==> src/design/isingm_ram.sv <==
module isingm_ram #(
   parameter int WIDTH = 64,
   parameter int DEPTH = 64,
   localparam int AW = $clog2(DEPTH)
) (
   input  logic             clock,
   input  logic             we,
   input  logic [AW-1:0]    waddr,
   input  logic [WIDTH-1:0] wdata,
   input  logic [AW-1:0]    raddr,
   output logic [WIDTH-1:0] rdata
);

   logic [WIDTH-1:0] mem [DEPTH];
   logic [WIDTH-1:0] rdata_ff;

   always_ff @(posedge clock) begin
      if (we) begin
         mem[waddr] <= wdata;
      end
      rdata_ff <= mem[raddr];
   end

   assign rdata = rdata_ff;

endmodule

==> config.mk <==
export PLATFORM = sky130hd
export DESIGN_NAME = isingm_ram
export DESIGN_NICKNAME = d
export VERILOG_FILES = /design/src/design/isingm_ram.sv
export SDC_FILE = /design/constraint.sdc
export NUM_CORES = 2
export LEC_CHECK = 0
export ABC_AREA = 0
export ABC_CLOCK_PERIOD_IN_PS = 5500
export CAP_MARGIN = 20
export CORE_ASPECT_RATIO = 1.25
export CORE_MARGIN = 5
export CORE_UTILIZATION = 45
export CTS_BUF_LIST = sky130_fd_sc_hd__clkbuf_4 sky130_fd_sc_hd__clkbuf_8
export DETAILED_ROUTE_END_ITERATION = 12
export DONT_BUFFER_PORTS = 1
export PLACE_DENSITY = 0.58
export SLEW_MARGIN = 20
export SYNTH_ARGS = -nofsm -noshare
export SYNTH_HDL_FRONTEND = slang
export SYNTH_SLANG_ARGS = --single-unit
==> constraint.sdc <==
create_clock -name clock -period 5.5 [get_ports clock]
set_input_delay 0.55 -clock clock [delete_from_list [all_inputs] [get_ports clock]]
set_output_delay 0.55 -clock clock [all_outputs]
set_load 0.1 [all_outputs]
=== After elaboration in Yosys (flattened, before gate mapping) ===
Memory sizes are Yosys's and may differ from the RTL's. A register that Yosys moved wholly into a read port is not among the register bits.
Index checks and enable logic that the tools add are counted.

* Bits in registers: 0
* RAM bits: 4,096
* Input port bits: 78
* Logic and storage cells: 3
* Memories kept: 1

{| class="wikitable"
|+ Memories
! name !! words !! bits a word !! read ports !! clocked after memory_dff !! write ports !! RTL line !! RTL
|-
| mem || 64 || 64 || 1 || 1 || 1 || 14 || <nowiki>logic [WIDTH-1:0] mem [DEPTH];</nowiki>
|}

* Mux-type cells: 2

{| class="wikitable"
|+ Operators by type and width
! kind !! number
|-
| 2-to-1 mux 1 bit || 2
|}

=== Depth between registers and ports, before layout ===
* Depth in word-level cells: 2
* Gate-level depth with buffers: 9
* Depth with buffers taken out: 5

=== Worst setup path after synthesis ===
Ideal clock, no wire load.

* Path kind: input to register
* From: in waddr[3]
* To: mem mem[48][0], enable pin
* Arrival time: 5,422 ps
* Data required time: 4,936 ps
* Slack: -486 ps
* Cell stages on the path: 4
* Path buffers: 1
* Cell sequence: clkbuf_1 -> nor2b_1 -> nand4b_1 -> nor3_1

{| class="wikitable"
|+ RTL lines
! element !! RTL line !! RTL
|-
| from (decl) || 8 || <nowiki>input logic [AW-1:0] waddr,</nowiki>
|-
| to (decl) || 14 ||
|}

Straight into the memory's write port.

==> flow_metrics.env <==
export IMPL_crit_path_top_delay_cell="buf_16"
export IMPL_grt_pass1_wl_mm=624
export IMPL_status="finished, final reports clean"
export IMPL_slew_headroom_pct=12.5
export IMPL_drive_above_1_share_pct=31.7
export IMPL_overflow=0
export IMPL_synth_distinct_cells=33
export IMPL_clk_path_buf_depth=4
export IMPL_worstMarginPinSlew_ps=1310
export IMPL_gp_congestion=0.764
export IMPL_ir_worst_vdd_uv=246
export IMPL_seq_area_frac_synth_pct=79.5
export IMPL_power_density_nw_per_um2=358
export IMPL_drc=0
export IMPL_path_class="in -> reg"
export IMPL_fin_cells=12378
export IMPL_syn_inst=6598
export IMPL_grt_util_all_layers_pct=24.9
export IMPL_cts_setup_buffers=0
export IMPL_synth_ff_type="edfxtp_1"
export IMPL_worstSkewPairLatency_ps=1090
export IMPL_placed_cells=11092
export IMPL_hold_buffers=137
export IMPL_path_cells="buf_16, buf_16, nand2_2, buf_4, a2bb2oi_1, a31oi_1, a211oi_1"
export IMPL_setup_tns_ps=0
export IMPL_synthToLayoutAreaGrowth_pct=14.2
export IMPL_syn_avg_cell_area_um2=23.7
export IMPL_yosys_area_top_type="edfxtp_1"
export IMPL_synth_edf_count=4096
export IMPL_synth_fp_nets=6676
export IMPL_clockRootBuffer="clkbuf_8"
export IMPL_cts_resized=0
export IMPL_crit_family="buffers and inverters"
export IMPL_cpMostUsedCell="buf_16"
export IMPL_synth_top_area_share_pct=78.7
export IMPL_swShare_pct=22.5
export IMPL_ys_warn_count=0
export IMPL_p_sw_mw=14.3
export IMPL_rsz0062_at_grt="no"
export IMPL_max_cap_violations=0
export IMPL_synth_async_reset_ratio_pct=0
export IMPL_fin_skew_ps=68.9
export IMPL_cp_max_fo=164
export IMPL_pin_count=142
export IMPL_core_um2=347000
export IMPL_seqPwrFrac_pct=55.7
export IMPL_ys_ff_latch=4160
export IMPL_grt_pass1_vias=78698
export IMPL_combinationalPowerShare_pct=5.0
export IMPL_viasPerCell=6.15
export IMPL_die_w_um=537
export IMPL_drt_pass1_iterations=7
export IMPL_antenna_found_initial=21
export IMPL_netlist_top_cells_count="edfxtp_1 (4096), mux4_2 (1024), buf_2 (170), a22oi_1 (168), clkbuf_1 (140)"
export IMPL_cts_clk_slew_worst_paths_ps=60
export IMPL_path_buf_inv=3
export IMPL_drtIter0Drc=9268
export IMPL_finalHoldViolations=0
export IMPL_numCtsBuffers=630
export IMPL_clock_sinks=4160
export IMPL_p_int_mw=49.5
export IMPL_cp_start_kind="input port"
export IMPL_grt_max_degree=875
export IMPL_ant_nets=0
export IMPL_io_buffers=0
export IMPL_finalCriticalPeriod_ps=3040
export IMPL_start_util_pct=45.1
export IMPL_via_count=76183
export IMPL_crit_arrival_ps=3920
export IMPL_p_leak_nw=55.7
export IMPL_layout_nets=7312
export IMPL_synth_area_leaders="edfxtp_1 (79%), mux4_2 (15%), mux2i_1 (0.86%)"
export IMPL_std_cell_rows=242
export IMPL_crit_path_max_incr_delay_ps=680
export IMPL_pwr_share_clk_pct=39.3
export IMPL_end_kind="register"
export IMPL_period_share_pct=55.3
export IMPL_fmax_mhz=329
export IMPL_cts_tree="done"
export IMPL_yosys_cell_count_top_type="edfxtp_1"
export IMPL_drv_slew=0
export IMPL_routed_wl_mm=450
export IMPL_dpl_hpwl_mm=226
export IMPL_syn_area_um2=156000
export IMPL_dieArea_um2=359000
export IMPL_hp_class="in -> reg"
export IMPL_cts_htree_levels=6
export IMPL_routedWlPerCell_um=36.4
export IMPL_worstPathRequired_ps=6380
export IMPL_setup_viol_count_final=0
export IMPL_die_h_um=669
-- metal layers --
metal	vias up	track usage (%)	share of wire, %
li1	29881	-	-
met5	-	0.0403	0.0075
met4	6	8.25	3.6
met1	41942	33.3	38
met3	789	4.07	7.6
met2	3565	41.9	50
-- final cells by class --
cell class	instances	area [um^2]
repair buffers	374	5220
well taps	4636	5800
multi-input cells	2049	30800
clock buffers	898	10900
fillers	26995	168000
diodes	11	27.5
inverters	19	71.3
clock inverters	231	1430
flip-flops and latches	4160	124000
-- per-stage QoR --
step | hold WS [ps] | utilization, % | total power [mW] | area (um^2) | worst slack [ps]
2_1_floorplan | 649 | - | 38.0 | 156000 | 920
3_3_place_gp | 652 | 47.2 | 38.7 | 164000 | 1890
3_5_place_dp | 653 | 47.2 | 38.7 | 164000 | 1910
4_1_cts | 0.761 | 51.4 | 64.2 | 178000 | 2680
5_1_grt | -1.66 | 51.5 | 65.9 | 178000 | 2480
6_report | 47.1 | 51.5 | 63.9 | 178000 | 2460
-- power by group through the flow --
stage               clock network [mW]  logic (mW)  registers (mW)
global route                      27.0        3.33            35.6
global placement                     0        2.40            36.3
CTS                               25.6        3.04            35.6
finish                            25.1        3.17            35.6
detailed placement                   0        2.40            36.3
floorplan                            0        1.63            36.4
-- cells in the final DEF (no fill, tap or decap), types with 64 or more instances in the layout --
cell           netlist  layout
mux2i_1            135     135
dlygate4sd3_1        0      74
and3_1              64      64
clkbuf_4             0     241
clkbuf_8             0     657
edfxtp_1          4096    4096
mux4_2            1024    1024
a22oi_1            168     168
nor2_4               0      65
clkinv_1             0     125
a22o_1              88      88
buf_4               34     150
o22ai_1             83      83
buf_12               0     104
-- state kept, by name (all words and copies together), names as in the netlist --
name   flops
mem     4096
rdata     64
-- final timing paths --
path | start | endpoint | slack [ps] | depth (start not counted)
min | raddr[1] | rdata[13] | 50 | 4
max reg2reg | mem[55][7] | rdata[7] | 3390 | 5
min reg2reg | mem[61][12] | rdata[12] | 810 | 4
max | raddr[1] | rdata[17] | 2460 | 7
-- cell families after synthesis --
family / share of synthesized area [%]
compound gates: 2.48
buf+inv: 1.18
flops: 79.5
mux: 15.6
simple gates: 1.24
-- tightest hold or removal path: cells and delay by family --
kind | cells | cell delay [ps]
muxes | 1 | 70
AOI/OAI and AO/OA | 3 | 410
(Power assumes the default switching activity.)
