File: config.mk
export PLATFORM = sky130hd
export DESIGN_NAME = isingm_eval
export DESIGN_NICKNAME = d
export VERILOG_FILES = /design/src/design/isingm_pkg.sv /design/src/design/isingm_eval.sv
export SDC_FILE = /design/constraint.sdc
export NUM_CORES = 1
export LEC_CHECK = 0
export ABC_CLOCK_PERIOD_IN_PS = 11450
export BUFFER_PORTS_ARGS = -buffer_cell sky130_fd_sc_hd__buf_2
export CAP_MARGIN = 30
export CORE_AREA = 8 8 140 142
export DETAILED_ROUTE_END_ITERATION = 7
export DIE_AREA = 0 0 148 150
export PLACE_DENSITY = 0.66
export SYNTH_ARGS = -nofsm -noshare
export SYNTH_HDL_FRONTEND = slang
export SYNTH_SLANG_ARGS = --single-unit
File: constraint.sdc
create_clock -name vclk -period 11.45
set_input_delay 1.7175 -clock vclk [all_inputs]
set_output_delay 1.7175 -clock vclk [all_outputs]
set_load 0.03 [all_outputs]
File: src/design/isingm_pkg.sv
package isingm_pkg;

   localparam int MAX_SIDE = 64;
   localparam int MIN_SIDE = 2;
   localparam int COORD_W  = $clog2(MAX_SIDE);
   localparam int SIDE_W   = COORD_W + 1;

   localparam logic [COORD_W-1:0] LAST_ROW = COORD_W'(MAX_SIDE - 1);

   // fixed field widths
   localparam int SITE_W     = 6;
   localparam int SIZE_W     = 7;
   localparam int DRAW_W     = 32;
   localparam int DE_W       = 5;
   localparam int ENERGY_W   = 15;
   localparam int MAG_W      = 14;
   localparam int COUNT_W    = 32;
   localparam int CSR_IDX_W  = 2;
   localparam int CSR_DATA_W = 32;

   // register indexes
   localparam logic [CSR_IDX_W-1:0] CSR_LATTICE_SIZE = 2'd0;
   localparam logic [CSR_IDX_W-1:0] CSR_THRESH_DE4   = 2'd1;
   localparam logic [CSR_IDX_W-1:0] CSR_THRESH_DE8   = 2'd2;

   // opcodes
   localparam logic OP_CLEAR = 1'b0;
   localparam logic OP_TRIAL = 1'b1;

   localparam int SIZE_RESET = 32;
   localparam logic [SIZE_W-1:0]   SIZE_RESET_VAL = SIZE_W'(SIZE_RESET);
   localparam logic [DRAW_W-1:0]   THRESH_DE4_RESET = 32'd78665070;
   localparam logic [DRAW_W-1:0]   THRESH_DE8_RESET = 32'd1440800;
   localparam logic [ENERGY_W-1:0] ENERGY_RESET = ENERGY_W'(-2 * SIZE_RESET * SIZE_RESET);
   localparam logic [MAG_W-1:0]    MAG_RESET    = MAG_W'(SIZE_RESET * SIZE_RESET);

   localparam logic signed [DE_W-1:0] DE_FOUR  = 5'sd4;
   localparam logic [DE_W-1:0]        DE_EIGHT = 5'd8;
   localparam logic [MAG_W-1:0]       MAG_STEP = 14'd2;

   typedef struct packed {
      logic                     take;
      logic                     spin_old;
      logic signed [DE_W-1:0]   de;
      logic [MAX_SIDE-1:0]      row_new;
   } eval_result_type;

   // periodic neighbor coordinates
   function automatic logic [COORD_W-1:0] wrap_dec(input logic [COORD_W-1:0] c,
                                                   input logic [SIDE_W-1:0] n);
      if (c == '0) begin
         return COORD_W'(n - SIDE_W'(1));
      end
      return c - COORD_W'(1);
   endfunction

   function automatic logic [COORD_W-1:0] wrap_inc(input logic [COORD_W-1:0] c,
                                                   input logic [SIDE_W-1:0] n);
      logic [SIDE_W-1:0] nxt;
      nxt = {1'b0, c} + SIDE_W'(1);
      if (nxt == n) begin
         return '0;
      end
      return COORD_W'(nxt);
   endfunction

endpackage

File: src/design/isingm_eval.sv
module isingm_eval import isingm_pkg::*; (
   input  logic [MAX_SIDE-1:0] row_mid,
   input  logic [MAX_SIDE-1:0] row_up,
   input  logic [MAX_SIDE-1:0] row_dn,
   input  logic [COORD_W-1:0]  x,
   input  logic [SIDE_W-1:0]   n,
   input  logic [DRAW_W-1:0]   draw,
   input  logic [DRAW_W-1:0]   thresh_de4,
   input  logic [DRAW_W-1:0]   thresh_de8,
   output eval_result_type     result
);

   logic [COORD_W-1:0] xl;
   logic [COORD_W-1:0] xr;
   logic [2:0]         up_cnt;
   logic [DE_W-1:0]    de_up;
   logic signed [DE_W-1:0] de;
   logic               spin;

   assign xl   = wrap_dec(x, n);
   assign xr   = wrap_inc(x, n);
   assign spin = row_mid[x];

   // neighbors up: sum = 2*cnt - 4, dE = +/-(4*cnt - 8)
   assign up_cnt = 3'(row_up[x]) + 3'(row_dn[x]) + 3'(row_mid[xl]) + 3'(row_mid[xr]);
   assign de_up  = {up_cnt[2:0], 2'b00} - DE_EIGHT;
   assign de     = spin ? $signed(de_up) : $signed(DE_W'(0) - de_up);

   always_comb begin
      result.spin_old = spin;
      result.de       = de;
      result.row_new  = row_mid;
      result.row_new[x] = ~spin;
      if (de[DE_W-1] || (de == '0)) begin
         result.take = 1'b1;
      end else if (de == DE_FOUR) begin
         result.take = (draw <= thresh_de4);
      end else begin
         result.take = (draw <= thresh_de8);
      end
   end

endmodule

# After elaboration in Yosys (flattened, before gate mapping)
# Cells that the tools add are included.
dict set report classes {
  n_addsub 8
  n_lt_le_gt_ge 6
  eq_ne 2
  mux 22
  bitwise_logic 1
  n_reduce_logical 4
}
# operator n
set op_table {}
lappend op_table {{64-bit bitwise mux} 1}
lappend op_table {{32-bit <= comparator} 2}
lappend op_table {{1-bit binary-select mux with 6-bit select} 5}
lappend op_table {{6-bit two-way mux} 4}
lappend op_table {{6-bit by 7-bit less-than comparator with 1-bit output, second input constant} 3}
lappend op_table {{6-bit by 1-bit subtractor with 6-bit output, second input constant} 2}
lappend op_table {{1-bit two-way mux} 10}
lappend op_table {{6-bit by 1-bit adder with 7-bit output, second input constant} 1}
lappend op_table {{7-bit == test} 1}
lappend op_table {{1-bit demux with 6-bit select} 1}
lappend op_table {{6-bit by 1-bit greater-or-equal comparator with 1-bit output, second input constant} 1}
lappend op_table {{6-bit zero test} 1}
lappend op_table {{5-bit by 4-bit == test with 1-bit output, second input constant} 1}
lappend op_table {{5-bit zero test} 1}
lappend op_table {{5-bit two-way mux} 1}
lappend op_table {{1-bit by 5-bit subtractor with 5-bit output, first input constant} 1}
lappend op_table {{5-bit by 4-bit subtractor with 5-bit output, second input constant} 1}
lappend op_table {{2-bit by 1-bit adder with 3-bit output} 1}
lappend op_table {{3-bit by 1-bit adder with 3-bit output} 1}
lappend op_table {{1-bit by 1-bit adder with 2-bit output} 1}
lappend op_table {{1-bit logical AND} 1}
lappend op_table {{1-bit logical OR} 1}
lappend op_table {{1-bit inverter} 1}
dict set report totals {
  register_bits 0
  input_bits 301
  out_inout_bits 71
  word_cells 43
}

# Logic depth before layout (Yosys ltp)
dict set report logic_depth {
  ltp_word 13
  ltp_mapped 24
  mapped_depth_nobuf 21
}

# Least setup slack after synthesis
# OpenSTA, ideal clock, no wires.
dict set report synth_timing {
  kind {input-to-output}
  from {in x[0]}
  to {out result[70] (netlist name)}
  arrival_ps 7200
  required_ps 9733
  path_slack_ps 2533
  cell_stages 23
  path_buffers 3
  cell_sequence {buf_4 -> buf_2 -> inv_1 -> ha_1 -> nor4b_4 -> nand3_1 -> nand2_1 -> inv_1 -> ha_1 -> and2_1 -> a31o_1 -> nor2_4 -> clkbuf_1 -> mux2i_1 -> a22oi_1 -> a32o_1 -> nand3_1 -> o211ai_1 -> ha_1 -> fa_1 -> mux2i_1 -> a211oi_1 -> o21bai_1}
}
# item line_no
set synth_lines {}
lappend synth_lines {{start: declaration} isingm_eval.sv:5} ;# input logic [COORD_W-1:0] x,
lappend synth_lines {{end: declaration} isingm_eval.sv:10} ;# output eval_result_type result

==> impl_metrics.json <==
{
  "status": "completed",
  "wire_per_inst_um": 23.71,
  "fp.dieH_um": 150,
  "dpl.hpwl_mm": 27.01,
  "period_needed_ns": 9.216,
  "grt_usage": 0.2729,
  "area_growth_pct": 33.87,
  "p_per_area_nw_per_um2": 54.13,
  "dr_total_vias": 8415,
  "cp-start-kind": "input port",
  "avgSynthCellArea_um2": 6.936,
  "ys_types": 79,
  "cts_resized": 0,
  "seq_area_um2": 0,
  "netlist_area_um2": 5854,
  "die_x_um": 148,
  "grt_first_pass_wirelength_mm": 48.11,
  "fin_area_um2": 7838,
  "drtAntennaViolNets": 0,
  "fin_util": 0.4470,
  "power_mw": 0.4242,
  "diodes": 0,
  "critPathMaxStageDelay_ns": 0.59,
  "vdd_drop_max_mv": 0.1214,
  "tns_ns": 0,
  "p_int_mw": 0.1602,
  "drive_gt1_frac": 0.3810,
  "max_freq_mhz": 108.5,
  "path_cells": "buf_2 > inv_1 > ha_1 > nor4b_4 > nand3_1 > nand2_1 > inv_1 > ha_1 > and2_1 > a31o_1 > nor2_4 > mux2i_1 > a221o_1 > o22ai_1 > mux2i_1 > o211ai_1 > ha_1 > fa_1 > mux2i_1 > and3_1 > o21bai_1 > buf_2",
  "viasPerCell": 6.080,
  "grt_max_degree": 54,
  "slew_viol_final": 0,
  "crit_arrival_ns": 7.50,
  "grt_overflow_total": 0,
  "finalWirelength_mm": 32.81,
  "yosysWarnings": 0,
  "yosysTopAreaCell": "ha_1",
  "hold_viol_final": 0,
  "path_max_fanout": 25,
  "setup_viol": 0,
  "dpl_cell_area_um2": 7838,
  "path_delay_family": "simple AND/OR/NAND/NOR gates",
  "numPortBuffers": 370,
  "syn_inst": 844,
  "floorplan.initialDensity": 0.3339,
  "required_ns": 9.73,
  "cellLeakagePower_nw": 3.891,
  "p_sw_mw": 0.2641,
  "slowest_stage": "nor2_4",
  "worstSetupPathType": "input port to output pin",
  "hold_ws_ns": 3.898,
  "fp.dieArea_um2": 22200,
  "drtIter0Drc": 674,
  "first_global_vias": 8483,
  "nNetsFinal": 1529,
  "drv_cap": 0,
  "ys_top_cells_by_count": "100 x a21oi_1, 77 x inv_1, 71 x a31oi_1",
  "io_pins": 372,
  "synthTopCellsByArea": "ha_1 15%, a21oi_1 8.5%, a31oi_1 7.6%",
  "coreArea_um2": 17530,
  "clkPwrFrac": 0,
  "p_comb_frac": 1.000,
  "gp_congestion": 0.9506,
  "postCtsSetupBuffers": 0,
  "period_share": 0.8049,
  "tightestPinTransition_ns": 0.9614,
  "worst-path-buf-inv": 4,
  "seqPwrFrac": 0,
  "firstDrtPassIters": 6,
  "design.seq.count": 0,
  "nClkBuffers": 0,
  "num_rows": 49,
  "worst_setup_path_end_kind": "output pin",
  "swShare": 0.6224,
  "synth.most_common_cell": "a21oi_1",
  "relSlewSlack": 0.3556,
  "antenna_found_initial": 0,
  "yosysTopAreaCellShare": 0.1475,
  "drt_drc_violations_left": 0,
  "grt_setup_unrepaired": "false",
  "ctsHoldBuffers": 0,
  "hp-class": "input port to output pin",
  "ys_seq_area_frac": 0
}
==> through the flow <==
step | cells | worst slack (ns)
global placement | 1380 | 2.358
finish | 1384 | 2.234
CTS | 1384 | 2.280
floorplan | 845 | 2.533
global route | 1384 | 1.823
detailed placement | 1384 | 2.309
==> routing by layer <==
metal / track usage / routed length, µm / share of wire
met5: 0 / 0 / 0
met4: 0.09383 / 1061 / 0.032
met3: 0.07590 / 3821 / 0.12
met2: 0.4628 / 15510 / 0.47
met1: 0.3250 / 12420 / 0.38
==> power by group through the flow <==
stage	combinational, mW	clock, mW	sequential [mW]
after global placement	0.416	0	0
after CTS	0.422	0	0
after global routing	0.460	0	0
after floorplan	0.262	0	0
final	0.424	0	0
after detailed placement	0.419	0	0
==> layout by cell type (no fill, tap or decap), drive strengths merged, types with 5 or more instances in the layout <==
cell type  netlist  layout
a211oi          12      12
a21oi          100     100
a221oi           9       9
a22o             8       8
a22oi           58      58
a31oi           71      71
and3             5       5
and3b            6       6
buf             33     388
ha              69      69
inv             79      79
mux2            12      12
mux2i           27      27
mux4            17      17
nand2           47      47
nand3           44      44
nand4           18      18
nor2            29      29
nor3            14      14
nor3b            9       9
o21ai           26      26
o22ai            5       5
or3b             5       5
xnor2            7       7
xor2             6       6
==> worst paths after layout <==
check,endpoint,depth (start not counted),startpoint
worst max-delay path,result[70],22,x[0]
worst min-delay path,result[51],4,row_mid[51]
==> cell families after synthesis <==
family	Yosys count	synth area share
mux	56	0.1353
fa+ha+maj	71	0.1543
other cells	1	0.0006405
xor+xnor	13	0.02073
simple gates	200	0.1864
buf+inv	157	0.1099
compound gates	346	0.3928
==> cell type report <==
class	count	area, µm²
repair buffers	388	2002
inverters	79	296.5
fillers	1906	9697
well taps	229	286.5
multi-input cells	688	5253
(Power assumes the default switching activity.)
